[config.mk]
export PLATFORM = sky130hd
export DESIGN_NAME = fsad_front_flat
export DESIGN_NICKNAME = d
export VERILOG_FILES = /design/src/fsad_pkg.sv /design/src/fsad_if.sv /design/src/fsad_front.sv /design/src/flat_wrapper.sv
export SDC_FILE = /design/constraint.sdc
export NUM_CORES = 2
export LEC_CHECK = 0
export BUFFER_PORTS_ARGS = -buffer_cell sky130_fd_sc_hd__clkbuf_2
export CELL_PAD_IN_SITES_DETAIL_PLACEMENT = 0
export CELL_PAD_IN_SITES_GLOBAL_PLACEMENT = 1
export CORE_UTILIZATION = 40
export CTS_CLUSTER_SIZE = 30
export DETAILED_ROUTE_END_ITERATION = 10
export GPL_ROUTABILITY_DRIVEN = 0
export PLACE_DENSITY = 0.78
export SYNTH_ARGS = -nofsm -noshare
export SYNTH_HDL_FRONTEND = slang
export SYNTH_SLANG_ARGS = --single-unit
[constraint.sdc]
create_clock -name i_clk -period 19.21 [get_ports i_clk]
set_input_delay 3.842 -clock i_clk [delete_from_list [all_inputs] [get_ports i_clk]]
set_output_delay 3.842 -clock i_clk [all_outputs]
set_load 0.02 [all_outputs]
[src/fsad_pkg.sv]
`timescale 1ns / 1ps
// ----------------------------------------------------------------------------
// fsad_pkg: shared types and constants of the five-symbol arithmetic decoder
// Opcodes, status codes, item layouts, the front-to-back command and the
// fixed-point limits of the probability sum check.
// ----------------------------------------------------------------------------
package fsad_pkg;

    localparam int PAYLOAD_BYTES = 4096;
    localparam int PAYLOAD_AW    = (PAYLOAD_BYTES > 1) ? $clog2(PAYLOAD_BYTES) : 1;
    localparam int NUM_SYMS      = 5;
    localparam int FREQ_BITS     = 31;
    localparam int QUEUE_DEPTH   = 2;
    localparam int QUEUE_AW      = $clog2(QUEUE_DEPTH);

    // exact sum of five floats: 149 fraction bits, up to five units
    localparam int ACC_W   = 152;
    localparam int FRAC_LO = 118;   // term bit of weight 2^-31

    localparam logic [62:0] TOP     = {63{1'b1}};
    localparam logic [62:0] HALF    = 63'h4000_0000_0000_0000;
    localparam logic [62:0] QUARTER = 63'h2000_0000_0000_0000;
    localparam logic [31:0] PROB_MAX_BITS = 32'h3F80_00A7;

    // 0.99998 and 1.00002 as binary64, scaled by 2^53
    localparam logic [63:0] Q48 = (64'd1 << 48) / 64'd3125;
    localparam logic [63:0] R48 = (64'd1 << 48) % 64'd3125;
    localparam logic [63:0] Q47 = (64'd1 << 47) / 64'd3125;
    localparam logic [63:0] R47 = (64'd1 << 47) % 64'd3125;
    localparam logic [63:0] T_LOW  = 64'd99998 * Q48 + (64'd99998 * R48 + 64'd1562) / 64'd3125;
    localparam logic [63:0] T_HIGH =
        64'd2 * (64'd100002 * Q47 + (64'd100002 * R47 + 64'd1562) / 64'd3125);
    localparam logic [ACC_W-1:0] LIM_LOW  = ACC_W'(T_LOW) << 96;
    localparam logic [ACC_W-1:0] LIM_HIGH = ACC_W'(T_HIGH) << 96;

    typedef enum logic [1:0] {
        OP_WRITE  = 2'd0,
        OP_LOAD   = 2'd1,
        OP_DECODE = 2'd2,
        OP_READ   = 2'd3
    } t_opcode;

    typedef enum logic [2:0] {
        ST_OK       = 3'd0,
        ST_STATE    = 3'd1,
        ST_PROB     = 3'd2,
        ST_FREQ     = 3'd3,
        ST_INTERVAL = 3'd4
    } t_status;

    typedef struct packed {
        logic [1:0]  opcode;
        logic [11:0] byte_address;
        logic [7:0]  byte_value;
        logic [31:0] prob_zero;
        logic [31:0] prob_one;
        logic [31:0] prob_two;
        logic [31:0] prob_three;
        logic [31:0] prob_four;
        logic [62:0] load_low;
        logic [62:0] load_high;
        logic [62:0] load_code;
        logic [31:0] load_position;
    } t_in_item;

    typedef struct packed {
        logic [2:0]  symbol;
        logic [2:0]  status;
        logic [62:0] state_low;
        logic [62:0] state_high;
        logic [62:0] state_code;
        logic [31:0] state_position;
    } t_out_item;

    typedef logic [NUM_SYMS-1:0][FREQ_BITS-1:0] t_freqs;

    // classified item handed from front to back
    typedef struct packed {
        t_opcode     op;
        logic [11:0] byte_address;
        logic [7:0]  byte_value;
        logic [62:0] load_low;
        logic [62:0] load_high;
        logic [62:0] load_code;
        logic [31:0] load_position;
        t_freqs      freqs;
        t_status     cls;
    } t_cmd;

endpackage

[src/fsad_if.sv]
`timescale 1ns / 1ps
// ----------------------------------------------------------------------------
// fsad_if: item channels of the decoder
// Valid/ready channels carrying one input item or one result item.
// ----------------------------------------------------------------------------
interface fsad_in_if;
    import fsad_pkg::*;
    logic     valid;
    logic     ready;
    t_in_item data;
    modport source (output valid, output data, input ready);
    modport sink   (input valid, input data, output ready);
endinterface


[src/fsad_front.sv]
`timescale 1ns / 1ps
// ----------------------------------------------------------------------------
// fsad_front: item intake and probability classification
// Takes items, and for decode items checks the five probabilities one per
// cycle, sums them exactly, builds the frequencies and classifies the item.
// ----------------------------------------------------------------------------
module fsad_front (
    input  logic          i_clk,
    input  logic          i_rst_n,
    fsad_in_if.sink       i_item,
    output logic          o_push,
    output fsad_pkg::t_cmd o_cmd,
    input  logic          i_full
);
    import fsad_pkg::*;

    typedef enum logic [3:0] {
        F_IDLE = 4'b0001,
        F_SCAN = 4'b0010,
        F_EVAL = 4'b0100,
        F_PUSH = 4'b1000
    } t_fstate;

    t_fstate                    r_state, n_state;
    t_in_item                   r_item;
    t_cmd                       r_cmd;
    logic [2:0]                 r_idx;
    logic [ACC_W-1:0]           r_acc;
    logic [NUM_SYMS-1:0][31:0]  r_freq;
    logic [34:0]                r_fsum;
    logic [2:0]                 r_win;
    logic [31:0]                r_win_bits;
    logic                       r_bad;

    logic [NUM_SYMS-1:0][31:0]  probs;
    logic [31:0]                bits;
    logic                       bad_now;
    logic [7:0]                 expo;
    logic [23:0]                sig;
    logic [7:0]                 sh;
    logic [ACC_W-1:0]           term;
    logic [31:0]                f_raw;
    logic [31:0]                freq_now;
    logic                       acc_bad;
    logic signed [35:0]         adj;
    logic                       adj_bad;
    logic                       other_bad;
    t_freqs                     freqs_fix;

    assign probs = {r_item.prob_four, r_item.prob_three, r_item.prob_two,
                    r_item.prob_one, r_item.prob_zero};

    // one probability: validity, exact term and truncated frequency
    always_comb begin
        bits     = probs[r_idx];
        bad_now  = (bits == 32'd0) || (bits > PROB_MAX_BITS);
        expo     = bits[30:23];
        sig      = {expo != 8'd0, bits[22:0]};
        sh       = (expo != 8'd0) ? expo - 8'd1 : 8'd0;
        term     = bad_now ? '0 : (ACC_W'(sig) << sh);
        f_raw    = term[FRAC_LO+31:FRAC_LO];
        freq_now = (f_raw == 32'd0) ? 32'd1 : f_raw;
    end

    // sum window check and remainder adjustment of the first maximum
    always_comb begin
        acc_bad   = r_bad || (r_acc < LIM_LOW) || (r_acc > LIM_HIGH);
        adj       = signed'({4'd0, r_freq[r_win]}) + 36'sd2147483648
                    - signed'({1'b0, r_fsum});
        adj_bad   = (adj <= 36'sd0) || (adj >= 36'sd2147483648);
        other_bad = 1'b0;
        for (int s = 0; s < NUM_SYMS; s++) begin
            if (3'(s) == r_win) begin
                freqs_fix[s] = adj[FREQ_BITS-1:0];
            end else begin
                freqs_fix[s] = r_freq[s][FREQ_BITS-1:0];
                if (r_freq[s][31]) begin
                    other_bad = 1'b1;
                end
            end
        end
    end

    // sequencer
    always_comb begin
        n_state = r_state;
        unique case (r_state)
            F_IDLE: begin
                if (i_item.valid) begin
                    n_state = (i_item.data.opcode == OP_DECODE) ? F_SCAN : F_PUSH;
                end
            end
            F_SCAN: begin
                if (r_idx == 3'(NUM_SYMS - 1)) begin
                    n_state = F_EVAL;
                end
            end
            F_EVAL: n_state = F_PUSH;
            F_PUSH: begin
                if (!i_full) begin
                    n_state = F_IDLE;
                end
            end
            default: n_state = F_IDLE;
        endcase
    end

    always_ff @(posedge i_clk) begin
        if (!i_rst_n) begin
            r_state <= F_IDLE;
        end else begin
            r_state <= n_state;
        end
    end

    // payload path
    always_ff @(posedge i_clk) begin
        if (r_state == F_IDLE && i_item.valid) begin
            r_item            <= i_item.data;
            r_cmd.op          <= t_opcode'(i_item.data.opcode);
            r_cmd.byte_address <= i_item.data.byte_address;
            r_cmd.byte_value  <= i_item.data.byte_value;
            r_cmd.load_low    <= i_item.data.load_low;
            r_cmd.load_high   <= i_item.data.load_high;
            r_cmd.load_code   <= i_item.data.load_code;
            r_cmd.load_position <= i_item.data.load_position;
            r_cmd.freqs       <= '0;
            r_cmd.cls         <= ST_OK;
            r_idx             <= 3'd0;
            r_acc             <= '0;
            r_fsum            <= '0;
            r_win             <= 3'd0;
            r_win_bits        <= 32'd0;
            r_bad             <= 1'b0;
        end
        if (r_state == F_SCAN) begin
            r_idx         <= r_idx + 3'd1;
            r_acc         <= r_acc + term;
            r_freq[r_idx] <= freq_now;
            r_fsum        <= r_fsum + 35'(freq_now);
            if (bad_now) begin
                r_bad <= 1'b1;
            end
            if (bits > r_win_bits) begin
                r_win      <= r_idx;
                r_win_bits <= bits;
            end
        end
        if (r_state == F_EVAL) begin
            r_cmd.freqs <= freqs_fix;
            if (acc_bad) begin
                r_cmd.cls <= ST_PROB;
            end else if (adj_bad || other_bad) begin
                r_cmd.cls <= ST_FREQ;
            end else begin
                r_cmd.cls <= ST_OK;
            end
        end
    end

    assign i_item.ready = (r_state == F_IDLE);
    assign o_push       = (r_state == F_PUSH) && !i_full;
    assign o_cmd        = r_cmd;

endmodule

[src/flat_wrapper.sv]
// flat-port wrapper written by rule: the top's interface ports become plain ports
module fsad_front_flat import fsad_pkg::*;
  (i_clk, i_rst_n, o_push, o_cmd, i_full, i_item_valid, i_item_data, i_item_ready);
  fsad_in_if i_item_i ();
  input  logic i_clk;
  input  logic i_rst_n;
  output logic o_push;
  output fsad_pkg::t_cmd o_cmd;
  input  logic i_full;
  input wire logic [$bits(i_item_i.valid)-1:0] i_item_valid;
  input wire logic [$bits(i_item_i.data)-1:0] i_item_data;
  output wire logic [$bits(i_item_i.ready)-1:0] i_item_ready;
  assign i_item_i.valid = i_item_valid;
  assign i_item_i.data = i_item_data;
  assign i_item_ready = i_item_i.ready;
  fsad_front u_core (.i_clk(i_clk), .i_rst_n(i_rst_n), .i_item(i_item_i), .o_push(o_push), .o_cmd(o_cmd), .i_full(i_full));
endmodule
After elaboration in Yosys (flattened, before gate mapping)
Cells that the tools add are included.

Input port bits: 407. Register bits: 951. Output and inout bits: 403. Word-level logic and storage cells: 124.

Reduce and logical (&&, ||, !) cells: 16. Shift-type cells: 1. Equal/unequal tests: 13. Muxes and demuxes: 49. Add/subtract/negate cells: 6. Magnitude comparators: 9.

Operators by type and width (number): 152-bit two-way mux (3); 158-bit two-way mux (2); 32-bit two-way mux (7); 32-bit binary-select mux with 3-bit select (2); 160-bit bitwise mux (1); 31-bit two-way mux (5); 152-bit adder (1); 152-bit by 150-bit > comparator with 1-bit output (second input constant) (1); 152-bit by 149-bit less-than comparator with 1-bit output (second input constant) (1); 24-bit by 8-bit << shifter with 152-bit output (1); 32-bit demux with 3-bit select (1); 35-bit two-way mux (2); 32-bit zero test (2); 36-bit by 33-bit greater-or-equal comparator with 1-bit output (second input constant) (1); 36-bit by 1-bit less-or-equal comparator with 1-bit output (second input constant) (1); 36-bit subtractor (1); 35-bit by 32-bit adder with 35-bit output (1); 32-bit by 32-bit adder with 33-bit output (second input constant) (1); 32-bit by 30-bit > comparator with 1-bit output (second input constant) (1); 32-bit > comparator (1); 3-bit two-way mux (6); 4-bit two-way mux (4); 4-bit one-hot mux with 4 select lines (1); 1-bit two-way mux (13); other kinds (24) (34).

Depth between registers and ports, before layout
Word-level depth: 14. Mapped depth: 37. Mapped depth without buffers: 30.

Least setup slack after synthesis
Ideal clock, no wire load.

Kind: input-to-reg. Start: input port i_item_valid. End: register u_core.r_cmd, in the netlist u_core.o_cmd[158] (enable). Arrival: 15165 ps. Stages: 3. Data required time: 18286 ps. Slack: 3121 ps. Library setup time: 924 ps. Buffers on the path: 1. Cell sequence: nand2_1 clkinv_1 clkbuf_1.

Cells in the longest elaborated chain, start to end: 1.

Ends and longest elaborated chain: start: declaration (line flat_wrapper.sv:10) `input wire logic [$bits(i_item_i.valid)-1:0] i_item_valid;`; 1-bit logical AND (line fsad_front.sv:118) `if (r_state == F_IDLE && i_item.valid) begin`; end: declaration (line fsad_front.sv:26) `t_cmd r_cmd;`.

No other way between the ends. A chain may end at the register's enable or synchronous reset.

Worst setup path after layout
Start: register u_core.r_idx[0]. End: register u_core.r_acc[150] (data pin).

Cells in the longest elaborated chain, start to end: 8. Elaborated cells on any way between the ends: 12. Those cells by class: 2 x add/sub; 1 x order compare; 1 x shift; 5 x mux; 3 x reduce/logical.

Ends and longest elaborated chain: start: declaration (line fsad_front.sv:27) `logic [2:0] r_idx;`; start signal: assignment (line fsad_front.sv:137) `r_idx <= r_idx + 3'd1;`; 32-bit binary-select mux with 3-bit select * (line fsad_front.sv:55) `bits = probs[r_idx];`; 32-bit two-way mux (implied by the code) * (line fsad_front.sv:55); 8-bit by 1-bit subtractor with 8-bit output or 8-bit nonzero test (tied branches) (line fsad_front.sv:59, fsad_front.sv:58); 8-bit two-way mux (line fsad_front.sv:59) `sh = (expo != 8'd0) ? expo - 8'd1 : 8'd0;`; 24-bit by 8-bit << shifter with 152-bit output (line fsad_front.sv:60) `term = bad_now ? '0 : (ACC_W'(sig) << sh);`; 152-bit two-way mux * (line fsad_front.sv:60); 152-bit adder * (line fsad_front.sv:138) `r_acc <= r_acc + term;`; 152-bit two-way mux * (line fsad_front.sv:136) `if (r_state == F_SCAN) begin`; end signal: assignment (line fsad_front.sv:138); end: declaration (line fsad_front.sv:28) `logic [ACC_W-1:0] r_acc;`.

Every way passes the cells marked *; elsewhere a longest branch is shown, timed or not. The select of a mux whose other input is x is not followed.

==> impl_summary.txt <==
----------------------------------------------------
[Synth]
  Most used standard cell by instance count after synthesis ... edfxtp_1
  Total standard cell area after synthesis ... 53,300 µm²
  Top-area cell type share of the netlist area ... 51.3%
  Post-Synthesis Mean Instance Area ... around 11 µm²
  Top cells by area, synth ... edfxtp_1 (51%), ha_1 (5.9%), a21oi_1 (4.5%)
  Synth async-reset ratio ... 0%
  Dominant synthesized flop cell ... edfxtp_1
  Share of synthesized area occupied by flip-flops and latches ... a little over half
  Number of enable-type register cells in the synthesized netlist ... just over 900
  Cell type with the largest total area after synthesis ... edfxtp_1
  Synth Register Bits ... between 900 and 1,000
  Synth top cells by count ... edfxtp_1 (910), nor2_1 (604), nand2_1 (493)
  Post-synthesis cell type count ... between 100 and 150
  Synth Net Count ... 5,670
  Yosys warning count ... 0
  Instance count of the mapped netlist ... approximately 5,000

[Floorplanning]
  I/O Pins ... 810
  Number of cell rows ... 133
  Area enclosed by the die boundary ... ~130,000 µm²
  Std-Cell Core Area ... ~130,000 µm²
  Die span in y ... ~370 µm
  Initial Utilization ... between 40% and 50%
  Die width ... approximately 370 µm

[Placement]
  Placed instance area ... 59,000 µm²
  PortBufs ... 808
  Post-detailed-placement half-perimeter wirelength ... approximately 160 mm

[Clocking]
  Clock tree buffer depth ... 3
  Post-CTS Setup Inserts ... 0
  Number of H-tree levels ... 3
  CTS Buf Count ... between 100 and 150
  Clock tree from TritonCTS ... done
  Total clock sinks ... between 900 and 1,000
  Buffer cell driving the clock tree root ... clkbuf_16
  Clk pin slew, worst setup/hold paths ... about 0.060 ns
  CTS Hold Bufs ... 0
  Post-CTS sizing ... 0
  Clock insertion delay at the later pin of the skew report ... 0.76 ns

[Timing]
  Hold Violations, Final ... 0
  Actual slew at the worst max-slew pin ... 1.53 ns
  Final-layout worst hold slack ... 0.465 ns
  Final period utilization ... a little under three fifths
  Setup TNS Final ... 0 ns
  Clk_skew ... 0.0812 ns
  Slew Viols, Final ... 6
  Unrepaired setup endpoints after global routing ... no
  Achievable frequency ... 0.0943 GHz
  Max_slew headroom ... -2.92%
  Final setup vio count ... 0
  Min cycle time layout ... between 10 and 15 ns

[Global route]
  Sum of overflow across all layers after global routing ... 0
  Vias in the first global route ... roughly 42,000
  Maximum number of pins on one net before global-route repair ... 160
  Antenna violations before repair ... 37
  Total routing resource utilization after global routing ... approximately 30%
  Global-route wire length before repair ... slightly below 300 mm

[Detailed routing]
  Wire per inst ... roughly 27 µm
  Pre-Repair DR Iteration Count ... 7
  Via count of the routed design ... between 40,000 and 50,000
  Remaining routing DRC violations ... 0
  Highest metal layer with signal wires ... met5
  Post-detailed-route count of antenna-violating nets ... 0
  Met3 WL post-DR ... around 21 mm
  Routed met1 length ... roughly 79 mm
  Initial DRC Count ... 5,303
  Met2 layer wire length in the routed design ... roughly 90 mm
  Via density ... slightly below 6
  Aggregate routed wire length ... about 210 mm

[Min path]
  Hold wc startpoint ... u_core.r_win_bits[16]$_DFF_P_
  Worst min-delay path category ... reg -> reg
  Depth of the worst hold-timing path ... 2
  Hold path endpoint ... u_core.r_win_bits[16]$_DFF_P_

[Worst setup path]
  Reg-to-reg critical path endpoint ... u_core.r_acc[150]$_SDFFCE_PN0P_
  Maximum net fanout on the critical path ... between 60 and 70
  Launch point of the worst reg-to-reg path ... u_core.r_idx[0]$_SDFFCE_PN0P_
  Kind of capture point of the worst setup path ... flip-flop
  Type of the worst setup path ... reg -> reg
  Startpoint type of the worst setup path ... flip-flop
  Flop-to-flop setup slack ... between 8 and 9 ns
  Depth of the most critical reg-to-reg path ... 22
  Arrival time worst endpoint ... ~11 ns
  Endpoint required time on the critical path ... around 20 ns

[Power]
  Total power divided by cell area ... about 120 nW/µm²
  Largest voltage drop on the vdd net ... around 0.09 mV
  Leakage power total ... around 25 nW

[Outcome]
  Status ... finished, violations left
  Failing checks ... max-capacitance violations, max-slew violations

[Run]
  Max_cap viols ... 2

[Layout]
  Post-layout instance area ... 62,700 µm²
  # fillers ... between 10,000 and 15,000
  Final layout net count ... ~6,400
  Ratio of cells with drive above 1 in the final layout ... approximately a fifth
  Synth-to-Final Area Change ... 17.6%

----------------------------------------------------
-- logic make-up after synthesis --
logic type / Yosys count / share of synthesized area [%]
AND/OR/NAND/NOR: 1682 / 14.5
AO/OA/AOI/OAI: 1339 / 16.3
flip-flops: 950 / 52.8
buffers and inverters: 439 / 3.46
adder cells (fa/ha/maj): 254 / 6.01
multiplexers: 177 / 4.15
XOR/XNOR: 167 / 2.74
other: 1 / 0.00704
-- area by class of cell --
| type | count | area [µm²] | area share, % |
|---|---|---|---|
| well taps | 1755 | 2200 | 3.50 |
| diodes | 40 | 100 | 0.160 |
| repair buffers | 874 | 4550 | 7.26 |
| multi-input cells | 3620 | 23400 | 37.4 |
| inverters | 178 | 676 | 1.08 |
| clock inverters | 76 | 836 | 1.33 |
| clock buffers | 122 | 2780 | 4.43 |
| flip-flops and latches | 950 | 28100 | 44.9 |
-- state kept, by name, summed over array words and instances, names as in the netlist --
register / count
u_core.r_bad: 1
u_core.r_win_bits: 32
u_core.r_win: 3
u_core.r_state: 4
u_core.o_cmd: 400
u_core.r_idx: 3
u_core.probs: 160
u_core.r_acc: 152
u_core.r_freq: 160
u_core.r_fsum: 35
-- worst max path at each step --
stage | from | end | cells past startpoint
detailed placement | u_core.r_idx[0]$_SDFFCE_PN0P_ | u_core.r_acc[150]$_SDFFCE_PN0P_ | 22
global route | u_core.r_idx[0]$_SDFFCE_PN0P_ | u_core.r_acc[150]$_SDFFCE_PN0P_ | 22
CTS | u_core.r_idx[0]$_SDFFCE_PN0P_ | u_core.r_acc[150]$_SDFFCE_PN0P_ | 22
finish | u_core.r_idx[0]$_SDFFCE_PN0P_ | u_core.r_acc[150]$_SDFFCE_PN0P_ | 22
floorplan | i_item_valid | u_core.o_cmd[158]$_DFFE_PP_ | 3
global placement | u_core.r_idx[0]$_SDFFCE_PN0P_ | u_core.r_acc[150]$_SDFFCE_PN0P_ | 22
-- worst max-delay path: stages, from the launching register on --
cell       delay, ns
edfxtp_1        0.79
buf_4           0.71
inv_1           0.57
a21oi_2         0.56
or4_1           0.52
o22ai_2         0.34
a2111oi_0       0.90
or2_1           0.22
mux2i_1         0.11
mux2i_1         1.18
nor2_1          0.21
ha_1            0.53
nand4_1         0.15
or3_1           0.37
nor3_1          0.21
o211ai_1        0.21
a21oi_1         0.41
o211ai_1        0.21
a2111oi_0       0.88
a211oi_1        0.36
a311oi_1        0.59
mux2i_1         0.25
nand2_1         0.06
-- power breakdown --
group          switching [mW]  internal (mW)
combinational            1.98          0.811
clock                   0.897           1.21
sequential              0.157           2.59
total                    3.04           4.61
-- per-stage QoR --
stage | utilization (%) | total power, mW | setup WS (ns) | cells
floorplan | - | 4.60 | 3.12 | 5009
global placement | 44.8 | 5.47 | 9.12 | 7377
detailed placement | 44.8 | 5.48 | 8.94 | 7377
CTS | 47.5 | 7.58 | 8.88 | 7575
global route | 47.5 | 7.92 | 8.02 | 7605
finish | 47.6 | 7.65 | 8.61 | 7615
-- layer usage --
| metal | vias up | GRT usage (%) |
|---|---|---|
| met2 | 2554 | 45.7 |
| met3 | 451 | 7.63 |
| met1 | 21586 | 37.3 |
| li1 | 20290 | - |
| met4 | 18 | 19.7 |
| met5 | - | 0 |
-- cell usage in the layout, fill, tap and decap left out, drive strengths merged, types with 13 or more instances in the layout --
cell,n
nor2,605
a2111oi,20
o21ai,203
dfxtp,40
a22o,30
or2,20
o21a,67
buf,66
a31oi,34
nand2b,31
a221oi,19
clkbuf,930
a21o,119
o211ai,24
o22ai,37
o21bai,69
clkinv,52
inv,183
nor2b,34
or3,23
xnor2,106
o31ai,28
nor4,60
xor2,61
mux2,43
or4,15
nand2,493
ha,251
and2,40
mux4,30
nor3,130
nand4,93
edfxtp,910
a21oi,480
a211o,13
and3,17
mux2i,104
nand3,62
diode,40
a211oi,70
Power figures use the tool's default switching activity.
