File: config.mk
export PLATFORM = sky130hd
export DESIGN_NAME = fsad_queue
export DESIGN_NICKNAME = d
export VERILOG_FILES = /design/src/fsad_pkg.sv /design/src/fsad_queue.sv
export SDC_FILE = /design/constraint.sdc
export NUM_CORES = 1
export LEC_CHECK = 0
export ABC_AREA = 1
export ABC_CLOCK_PERIOD_IN_PS = 24200
export BUFFER_PORTS_ARGS = -buffer_cell sky130_fd_sc_hd__buf_2
export CORE_AREA = 3 3 312 314
export DETAILED_ROUTE_END_ITERATION = 10
export DIE_AREA = 0 0 315 317
export GPL_TIMING_DRIVEN = 0
export HOLD_SLACK_MARGIN = 0.05
export PLACE_DENSITY_LB_ADDON = 0.2
export SYNTH_ARGS = -nofsm -noshare
export SYNTH_HDL_FRONTEND = slang
export SYNTH_SLANG_ARGS = --single-unit
File: constraint.sdc
create_clock -name i_clk -period 24.2 [get_ports i_clk]
set_clock_uncertainty 0.2 [all_clocks]
set_input_delay 1.21 -clock i_clk [delete_from_list [all_inputs] [get_ports i_clk]]
set_output_delay 1.21 -clock i_clk [all_outputs]
set_load 0.03 [all_outputs]
File: src/fsad_pkg.sv
`timescale 1ns / 1ps
// ----------------------------------------------------------------------------
// fsad_pkg: shared types and constants of the five-symbol arithmetic decoder
// Opcodes, status codes, item layouts, the front-to-back command and the
// fixed-point limits of the probability sum check.
// ----------------------------------------------------------------------------
package fsad_pkg;

    localparam int PAYLOAD_BYTES = 4096;
    localparam int PAYLOAD_AW    = (PAYLOAD_BYTES > 1) ? $clog2(PAYLOAD_BYTES) : 1;
    localparam int NUM_SYMS      = 5;
    localparam int FREQ_BITS     = 31;
    localparam int QUEUE_DEPTH   = 2;
    localparam int QUEUE_AW      = $clog2(QUEUE_DEPTH);

    // exact sum of five floats: 149 fraction bits, up to five units
    localparam int ACC_W   = 152;
    localparam int FRAC_LO = 118;   // term bit of weight 2^-31

    localparam logic [62:0] TOP     = {63{1'b1}};
    localparam logic [62:0] HALF    = 63'h4000_0000_0000_0000;
    localparam logic [62:0] QUARTER = 63'h2000_0000_0000_0000;
    localparam logic [31:0] PROB_MAX_BITS = 32'h3F80_00A7;

    // 0.99998 and 1.00002 as binary64, scaled by 2^53
    localparam logic [63:0] Q48 = (64'd1 << 48) / 64'd3125;
    localparam logic [63:0] R48 = (64'd1 << 48) % 64'd3125;
    localparam logic [63:0] Q47 = (64'd1 << 47) / 64'd3125;
    localparam logic [63:0] R47 = (64'd1 << 47) % 64'd3125;
    localparam logic [63:0] T_LOW  = 64'd99998 * Q48 + (64'd99998 * R48 + 64'd1562) / 64'd3125;
    localparam logic [63:0] T_HIGH =
        64'd2 * (64'd100002 * Q47 + (64'd100002 * R47 + 64'd1562) / 64'd3125);
    localparam logic [ACC_W-1:0] LIM_LOW  = ACC_W'(T_LOW) << 96;
    localparam logic [ACC_W-1:0] LIM_HIGH = ACC_W'(T_HIGH) << 96;

    typedef enum logic [1:0] {
        OP_WRITE  = 2'd0,
        OP_LOAD   = 2'd1,
        OP_DECODE = 2'd2,
        OP_READ   = 2'd3
    } t_opcode;

    typedef enum logic [2:0] {
        ST_OK       = 3'd0,
        ST_STATE    = 3'd1,
        ST_PROB     = 3'd2,
        ST_FREQ     = 3'd3,
        ST_INTERVAL = 3'd4
    } t_status;

    typedef struct packed {
        logic [1:0]  opcode;
        logic [11:0] byte_address;
        logic [7:0]  byte_value;
        logic [31:0] prob_zero;
        logic [31:0] prob_one;
        logic [31:0] prob_two;
        logic [31:0] prob_three;
        logic [31:0] prob_four;
        logic [62:0] load_low;
        logic [62:0] load_high;
        logic [62:0] load_code;
        logic [31:0] load_position;
    } t_in_item;

    typedef struct packed {
        logic [2:0]  symbol;
        logic [2:0]  status;
        logic [62:0] state_low;
        logic [62:0] state_high;
        logic [62:0] state_code;
        logic [31:0] state_position;
    } t_out_item;

    typedef logic [NUM_SYMS-1:0][FREQ_BITS-1:0] t_freqs;

    // classified item handed from front to back
    typedef struct packed {
        t_opcode     op;
        logic [11:0] byte_address;
        logic [7:0]  byte_value;
        logic [62:0] load_low;
        logic [62:0] load_high;
        logic [62:0] load_code;
        logic [31:0] load_position;
        t_freqs      freqs;
        t_status     cls;
    } t_cmd;

endpackage

File: src/fsad_queue.sv
`timescale 1ns / 1ps
// ----------------------------------------------------------------------------
// fsad_queue: command queue between front and back
// Small FIFO of classified items so that each side stalls on its own.
// ----------------------------------------------------------------------------
module fsad_queue (
    input  logic           i_clk,
    input  logic           i_rst_n,
    input  logic           i_push,
    input  fsad_pkg::t_cmd i_data,
    output logic           o_full,
    input  logic           i_pop,
    output fsad_pkg::t_cmd o_data,
    output logic           o_empty
);
    import fsad_pkg::*;

    t_cmd                r_mem [QUEUE_DEPTH];
    logic [QUEUE_AW-1:0] r_wr;
    logic [QUEUE_AW-1:0] r_rd;
    logic [QUEUE_AW:0]   r_count;

    function automatic logic [QUEUE_AW-1:0] ptr_inc(input logic [QUEUE_AW-1:0] p);
        ptr_inc = (p == QUEUE_AW'(QUEUE_DEPTH - 1)) ? '0 : p + 1'b1;
    endfunction

    // pointers and fill level
    always_ff @(posedge i_clk) begin
        if (!i_rst_n) begin
            r_wr    <= '0;
            r_rd    <= '0;
            r_count <= '0;
        end else begin
            if (i_push) begin
                r_wr <= ptr_inc(r_wr);
            end
            if (i_pop) begin
                r_rd <= ptr_inc(r_rd);
            end
            r_count <= r_count + (QUEUE_AW+1)'(i_push) - (QUEUE_AW+1)'(i_pop);
        end
    end

    // storage
    always_ff @(posedge i_clk) begin
        if (i_push) begin
            r_mem[r_wr] <= i_data;
        end
    end

    assign o_full  = (r_count == (QUEUE_AW+1)'(QUEUE_DEPTH));
    assign o_empty = (r_count == '0);
    assign o_data  = r_mem[r_rd];

endmodule

# Yosys cells after proc, flatten, opt, wreduce, memory -nomap -nowiden
# Memory sizes are Yosys's and may differ from the RTL's. A register that Yosys moved wholly into a read port is not among the register bits.
# Index checks and enable logic that the tools add are counted.
# op_classes
multipliers	0
magnitude_cmp	0
mux	6
n_addsub	4
reduce_logical	1
n_eq_ne	1
bitwise	0
div_mod_pow	0
shifts	0
# op_table
cell	n
two-way mux 1 bit	6
adder 1 bit, second input constant	2
adder 2 x 1 -> 2 bit	1
equality test 2 bit, second input constant	1
logical NOT 2 bit	1
subtractor 2 x 1 -> 2 bit	1
# word_totals
romBits	0
mem_count	1
wordCells	16
latch_bits	0
ramBits	802
regBits	4
# mem_list
name	words	width	rd	rd_clocked_by_memory_dff	write_ports	line	rtl
r_mem	2	401	1	1	1	fsad_queue.sv:18	t_cmd r_mem [QUEUE_DEPTH];

# Logic depth before layout (Yosys ltp)
# Gate-level depths: netlist (run 1).
# logic_depth
depth_word	4
mapped_depth	9
depth_no_buf	9

# Worst setup path after synthesis (run 1)
# No wires, ideal clock.
# synth_path
path_kind	input to register
from	input port i_push
to	memory r_mem[0][0] (netlist name) (enable)
t_arrival_ns	17.992
cell_stages	2
t_required_ns	22.815
setup_slack_ns	4.823
setup_ns	1.185
cell_sequence	inv_1 nor2_1
# synth_between
elab_chain_len	2
# synth_rtl
item	line	rtl
start, declared	fsad_queue.sv:9	input logic i_push,
two-way mux 1 bit	fsad_queue.sv:46	if (i_push) begin
two-way mux 1 bit (implied by the code)	fsad_queue.sv:47	r_mem[r_wr] <= i_data;
end, declared	fsad_queue.sv:18	
# No other way between the ends.

==> qor.csv, run 1 <==
metric,value,unit
DIE AREA,0.0999,mm²
Gate Count Post-Synth,1282,
fin crit period,3.54,ns
Synth Area per Inst,24.3,µm²
"area leader, netlist",edfxtp_1,
root buffer cell,clkbuf_16,
"count leader, synth",edfxtp_1,
"Seq/Total Area, Yosys",77.6,%
first-pass GRT wire length,107000,µm
Core ar.,0.0949,mm²
CTS tree,yes,
total negative slack,0,ns
Final Wtd Congestion,0.761,
Main synth FF type,edfxtp_1,
cts repair resizes,0,
I/O pin total,808,
row count,113,
largest net degree at the start of global routing,119,
GRT Resource Usage Total,14.7,%
syn nets,1689,
Post-synth top cells,"edfxtp_1, mux2_4, buf_12, mux2_2, nor2_1",
cells along the critical path,"buf_6, buf_2, mux2_2, buf_2",
Post-CTS Setup Inserts,0,
#FFs+latches synth,807,
CP Capture Type,output pin,
VDD IR max,0.0631,mV
Clock Sinks,807,
Bufs and invs on worst path,3,
synth unique cells,13,
"Clk pin slew, worst setup/hold paths",0.05,ns
crit-path most repeated cell,buf_2,
vias in the first global route,16500,
first-pass detailed-route iteration total,4,
Power Density,84.6,mW/mm²
layout cells sized above 1,61.5,%
HPWL Detailed,56400,µm
port buffer count,807,
relative slew slack,51.8,%
Finish-stage setup viols,0,
Least-Margin Pin Slew,0.723,ns
Final Core Density,42.3,%
Worst setup SP type,register,
max-slew violation count,0,
"Clk Latency, worst-skew pair",0.65,ns
worst hold path type,register to register,
Lkg Pwr,0.0158,µW
H-tree depth,3,
Vias,15300,
fin nets,2607,
YS warnings,0,
Fin. Hold Viols,0,
CP Max Fanout,10,
Setup CP Type,register to output pin,
"delay-heaviest family, CP",buffers and inverters,
critical path's largest stage delay,0.40,ns
worst endpoint required time,22.79,ns
Initial DRC Count,887,
CP max-delay cell,buf_2,
Synth area leaders,"edfxtp_1, mux2_4, buf_12, mux2_2, dfxtp_1",
Die X,315,µm
Worst EP arrival,2.13,ns
outcome,completed,
final period utilization,14.6,%
vias per cell,4.31,
global route overflow,0,
initial antenna violation count,41,
top-area cell type share of the netlist area,77.3,%
Async SR Flop Fraction,0,%
post-placement setup slack,20.29,ns
area grow syn2layout,28.7,%
RSZ-0062 raised after global routing,false,
Hold Worst Slack,0.313,ns
number of max-cap violations,0,
number of synthesized flops with an enable pin,802,
DR WL/cell,21.5,µm
clk buf depth,3,
initial core utilization,32.9,%
DRT Wirelength,76400,µm
DRC viols,0,
die height,317,µm
f_max,0.283,GHz
Synth Cell Area,0.0312,mm²
DRT antenna net count,0,
CTS buffer count,90,
"Worst Setup Slack, final",20.66,ns
hold_buf cts,0,
==> cell usage in the layout (no fill, tap or decap), drive strengths merged <==
| master | synthesis | routed |
|---|---|---|
| buf | 45 | 871 |
| edfxtp | 802 | 802 |
| mux2 | 401 | 401 |
| clkbuf | 0 | 107 |
| clkinv | 0 | 43 |
| diode | 0 | 19 |
| inv | 8 | 12 |
| nor2 | 9 | 9 |
| nand2 | 8 | 8 |
| bufinv | 0 | 6 |
| dfxtp | 5 | 5 |
| clkinvlp | 0 | 3 |
| ha | 2 | 2 |
| a21oi | 1 | 1 |
| nand3 | 1 | 1 |
==> kinds of logic (layout without fill, tap and decap cells) <==
| family | after synthesis | count (layout) | share of synthesized area, % |
|---|---|---|---|
| AND/OR/NAND/NOR | 18 | 18 | 0.221 |
| other | 0 | 19 | 0 |
| adder cells (fa/ha/maj) | 2 | 2 | 0.0803 |
| flip-flops | 807 | 807 | 77.6 |
| buffers and inverters | 53 | 1042 | 2.91 |
| multiplexers | 401 | 401 | 19.2 |
| AO/OA/AOI/OAI | 1 | 1 | 0.0160 |
==> final timing paths <==
path	startpoint	endpoint	slack (ns)	cells after the start
worst max register to register	r_wr	r_mem[0][359]	21.40	7
worst min-delay path	r_rd	r_rd	0.31	2
worst min register to register	r_rd	r_rd	0.31	2
worst max-delay path	register	o_data[0]	20.66	4
==> routing by layer <==
layer	up-vias	track usage, %	part of all wire, %
met1	7559	14.5	33
met4	40	5.14	2.6
li1	7014	-	-
met3	155	7.27	11
met2	550	26.7	53
met5	-	0	0.33
==> flip-flops by register name (all words and copies together) (netlist names), named ones only <==
| signal | count |
|---|---|
| r_count | 2 |
| r_mem | 802 |
| r_wr | 1 |
| r_rd | 1 |
==> stage by stage <==
stage / instance area [µm²] / instances / power [µW]
global placement: 36800 / 3354 / 2180
finish: 40100 / 3555 / 3400
detailed placement: 37200 / 3373 / 2140
global route: 40100 / 3547 / 3530
floorplan: 31200 / 1282 / 2010
CTS: 40100 / 3536 / 3460
==> final cells by class <==
cell class              count  area, µm²
fillers                  8515      54700
flip-flops and latches    807      24200
multi-input cells         422       6090
repair buffers            826       4470
clock buffers             107       2380
well taps                1265       1580
plain buffers              45        877
clock inverters            56        455
diodes                     19       47.5
inverters                   8       37.5
==> power breakdown <==
part	switching, µW	internal (µW)
registers	16.7	1620
logic	274	188
clock network	531	765
==> tightest hold or removal path, stage by stage (launching register included) <==
cell and delay (ns):
dfxtp_1 0.33, nor2_1 0.06, nor2_1 0.08
No activity file was read; power rests on OpenSTA's default activity.
==> run 2: changes to the inputs <==
Settings changed: ABC_CLOCK_PERIOD_IN_PS 24200 to 3390.
Clock period 24.2 ns to 3.39 ns, I/O delays scaled along.
==> run 2 against run 1 <==
  * The run now fails in clock tree synthesis
  * Area after synthesis unchanged
  * Synthesized cell count unchanged
==> qor.csv, run 2 <==
metric,value,unit,change
outcome,aborted with a tool error,,
Halt Stage,clock tree synthesis,,
Err,[ERROR RSZ-0060] Max buffer count reached.,,
hold_buf cts,711,,+711
Synth area leaders,"edfxtp_1, mux2_4, buf_12, mux2_2, dfxtp_1",,
synth unique cells,13,,unchanged
"count leader, synth",edfxtp_1,,
die height,317,µm,unchanged
I/O pin total,808,,unchanged
Simple-Gate Fraction of Synth Area,0.221,%,unchanged
Main synth FF type,edfxtp_1,,
Post-synth top cells,"edfxtp_1, mux2_4, buf_12, mux2_2, nor2_1",,
post-synthesis mux area share,19.2,%,unchanged
Die X,315,µm,unchanged
Final Wtd Congestion,0.799,,+5.0%
Gate Count Post-Synth,1282,,unchanged
root buffer cell,clkbuf_16,,
Synth Area per Inst,24.3,µm²,unchanged
"Seq/Total Area, Yosys",77.6,%,unchanged
syn nets,1689,,unchanged
YS warnings,0,,unchanged
Adder-Cell Fraction of Synth Area,0.0803,%,unchanged
Post-CTS Setup Inserts,0,,unchanged
row count,113,,unchanged
Synth Cell Area,0.0312,mm²,unchanged
top-area cell type share of the netlist area,77.3,%,unchanged
port buffer count,807,,unchanged
#FFs+latches synth,807,,unchanged
H-tree depth,3,,unchanged
Compound-Gate Fraction of Synth Area,0.0161,%,unchanged
HPWL Detailed,57300,µm,+1.7%
initial core utilization,32.9,%,unchanged
"area leader, netlist",edfxtp_1,,
clk buf depth,3,,unchanged
Async SR Flop Fraction,0,%,unchanged
number of synthesized flops with an enable pin,802,,unchanged
CTS buffer count,90,,unchanged
xor/xnor share of the synthesized area,0,%,unchanged
Clock Sinks,807,,unchanged
largest family of logic cells by synthesized area,multiplexers,,
cts repair resizes,0,,unchanged
-- run 2: cell counts after synthesis --
Identical to the previous run, type by type.
-- run 2: kinds of logic after synthesis --
group | count (synthesis)
buffers and inverters | 53
adder cells (fa/ha/maj) | 2
AO/OA/AOI/OAI | 1
multiplexers | 401
AND/OR/NAND/NOR | 18
flip-flops | 807
-- run 2: per-stage QoR --
step	utilization [%]	hold WS, ns	setup slack [ns]	instances	instance area, µm²
after detailed placement	39.4	0.161	0.130	3381	37400
after floorplan	-	0.0630	-3.63	1282	31200
after global placement	38.8	0.156	-7.63	3354	36800
==> run 3: changes to the inputs <==
Settings changed: CORE_AREA 3 3 312 314 to 3 3 310 312, DIE_AREA 0 0 315 317 to 0 0 313 315, HOLD_SLACK_MARGIN 0.05 to unset, PLACE_DENSITY_LB_ADDON 0.2 to 0.15.
==> run 3 against run 2 <==
  * The flow now finishes without violations
==> qor.csv, run 3 (synthesis results as in run 1) <==
metric,value,unit,change
Worst setup SP type,register,,
final period utilization,74.1,%,
"Most flops, register",r_mem,,
hold_buf cts,559,,-21%
DRC viols,0,,
first-pass GRT wire length,121000,µm,
"most common cell after layout, fill and taps aside",buf_2,,
initial antenna violation count,9,,
DRT Wirelength,81700,µm,
Sequential Area,0.0242,mm²,
Initial DRC Count,919,,
CTS buffer count,92,,+2.2%
Fin. Hold Viols,0,,
most frequent cells in the layout,"buf_2, edfxtp_1, dlygate4sd3_1, mux2_4, clkbuf_16",,
CTS tree,yes,,
Clock Sinks,807,,unchanged
fin crit period,2.51,ns,
row count,112,,-0.88%
port buffer count,807,,unchanged
Post-CTS Setup Inserts,0,,unchanged
first-pass detailed-route iteration total,4,,
H-tree depth,3,,unchanged
"Worst Setup Slack, final",0.879,ns,
Least-Margin Pin Slew,0.610,ns,
root buffer cell,clkbuf_16,,
multi-input logic area,0.00609,mm²,
Vias,17700,,
Final Wtd Congestion,0.765,,-4.2%
VDD IR max,0.408,mV,
GRT Resource Usage Total,16.3,%,
DRT antenna net count,0,,
CP Max Fanout,10,,
max-slew violation count,0,,
layout cells sized above 1,49.4,%,
vias in the first global route,19700,,
relative slew slack,59.2,%,
fin nets,3177,,
total negative slack,0,ns,
clk buf depth,3,,unchanged
global route overflow,0,,
HPWL Detailed,58200,µm,+1.4%
Finish-stage setup viols,0,,
RSZ-0062 raised after global routing,false,,
largest net degree at the start of global routing,40,,
outcome,completed,,
max reg flops,802,,
vias per cell,4.31,,
"Clk pin slew, worst setup/hold paths",0.05,ns,
initial core utilization,33.4,%,+0.54 points
area grow syn2layout,47.2,%,
I/O pin total,808,,unchanged
worst endpoint required time,3.02,ns,
CP Capture Type,output pin,,
"Clk Latency, worst-skew pair",0.65,ns,
post-placement setup slack,0.948,ns,+0.818 ns
worst hold path type,primary input to register,,
Setup CP Type,register to output pin,,
DIE AREA,0.0986,mm²,
biggest regs,"r_mem x802, r_count x2",,
f_max,0.398,GHz,
Core ar.,0.0933,mm²,
number of max-cap violations,0,,
Worst EP arrival,2.14,ns,
die height,315,µm,-0.63%
cts repair resizes,0,,unchanged
Die X,313,µm,-0.63%
DR WL/cell,19.9,µm,
Power Density,546,mW/mm²,
Lkg Pwr,0.0182,µW,
# fillers,7930,,
[run 3: final cells by class]
| cell class | count | share of cell area [%] |
|---|---|---|
| flip-flops and latches | 807 | 52.7 |
| repair buffers | 1394 | 22.3 |
| multi-input cells | 422 | 13.3 |
| clock buffers | 122 | 5.40 |
| well taps | 1254 | 3.42 |
| plain buffers | 45 | 1.91 |
| clock inverters | 43 | 0.881 |
| inverters | 8 | 0.0736 |
| diodes | 9 | 0.0491 |
[run 3: power breakdown]
part / switching (µW) / internal (µW)
Sequential: 123 / 11600
Combinational: 2100 / 1780
Clock: 3830 / 5650
Total: 6050 / 19000
[run 3: final timing paths]
check / from / endpoint / slack [ns] / cells past startpoint
worst max-delay path: register / o_data[394] / 0.88 / 4
worst min register to register: r_rd / register / 0.31 / 2
worst min-delay path: i_data[192] / r_mem[1][192] / 0.06 / 2
worst max register to register: r_wr / r_mem[1][14] / 0.99 / 6
[run 3: metrics by stage]
stage	util, %	power, µW	hold WS, ns	area (µm²)	cells
final	49.2	25100	0.0556	45900	4104
after global routing	49.2	26000	0.00413	45900	4102
after CTS	49.1	25400	0.000267	45900	4095
after detailed placement	40.1	15300	0.161	37400	3371
after global placement	39.4	15300	0.157	36800	3343
after floorplan	-	14200	0.0630	31200	1282
[run 3: worst max-delay path, cell delays in order (launching register included)]
cell and delay [ns]:
dfxtp_1 0.32, buf_6 0.18, buf_2 0.40, mux2_2 0.39, buf_2 0.19
[run 3: routing by layer]
layer	GRT usage [%]	part of all wire (%)	up-vias	wire, µm
met5	0	0	-	0
met2	30.2	54	585	44300
li1	-	-	8139	-
met3	5.47	7.6	170	6210
met4	6.34	3.5	0	2900
met1	16.8	35	8778	28300
==> run 4: changes to the inputs <==
Settings changed: ABC_AREA 1 to 0, ABC_CLOCK_PERIOD_IN_PS 3390 to 2150.
Clock period 3.39 ns to 2.15 ns, I/O delays scaled along.
==> run 4 against run 3 <==
  * The run now fails in clock tree synthesis
  * Synthesized cell count fell by 1.0%
  * Area after synthesis hardly changed
==> qor.csv, run 4 <==
metric,value,unit,change
Compound-Gate Fraction of Synth Area,0.0241,%,+0.0080 points
Final Wtd Congestion,0.807,,+5.5%
"area leader, netlist",edfxtp_1,,
cts repair resizes,281,,+281
synth unique cells,15,,+2
outcome,aborted with a tool error,,
hold_buf cts,708,,+27%
Err,[ERROR RSZ-0060] Max buffer count reached.,,
largest family of logic cells by synthesized area,multiplexers,,
die height,315,µm,unchanged
post-placement setup slack,-0.887,ns,-1.83 ns
H-tree depth,3,,unchanged
Clock Sinks,807,,unchanged
CTS buffer count,90,,-2.2%
HPWL Detailed,57800,µm,-0.66%
"count leader, synth",edfxtp_1,,
Gate Count Post-Synth,1269,,-1.0%
dpl cells,3354,,-0.50%
number of synthesized flops with an enable pin,802,,unchanged
xor/xnor share of the synthesized area,0.100,%,+0.10 points
#FFs+latches synth,807,,unchanged
I/O pin total,808,,unchanged
port buffer count,807,,unchanged
Main synth FF type,edfxtp_1,,
Async SR Flop Fraction,0,%,unchanged
Post-synth top cells,"edfxtp_1, mux2_4, buf_12, mux2_2, dfxtp_1",,
Adder-Cell Fraction of Synth Area,0.0803,%,about the same
Halt Stage,clock tree synthesis,,
Die X,313,µm,unchanged
"Seq/Total Area, Yosys",77.6,%,about the same
syn nets,1676,,-0.77%
YS warnings,0,,unchanged
clk buf depth,3,,unchanged
Synth Area per Inst,24.6,µm²,+1.0%
Post-CTS Setup Inserts,11,,+11
initial core utilization,33.4,%,about the same
Simple-Gate Fraction of Synth Area,0.173,%,-0.048 points
top-area cell type share of the netlist area,77.3,%,about the same
root buffer cell,clkbuf_16,,
row count,112,,unchanged
Synth area leaders,"edfxtp_1, mux2_4, buf_12, mux2_2, dfxtp_1",,
Synth Cell Area,0.0312,mm²,about the same
post-synthesis mux area share,19.2,%,about the same
-- run 4: cells by family after synthesis --
logic type / Yosys count
fa+ha+maj: 2
buf+inv: 47
compound gates: 1
simple gates: 9
mux: 401
xor+xnor: 2
flops: 807
-- run 4: through the flow --
step	TNS, ns	area (µm²)
floorplan	-3401.95	31200
detailed placement	-229.93	37300
global placement	-6056.24	36800
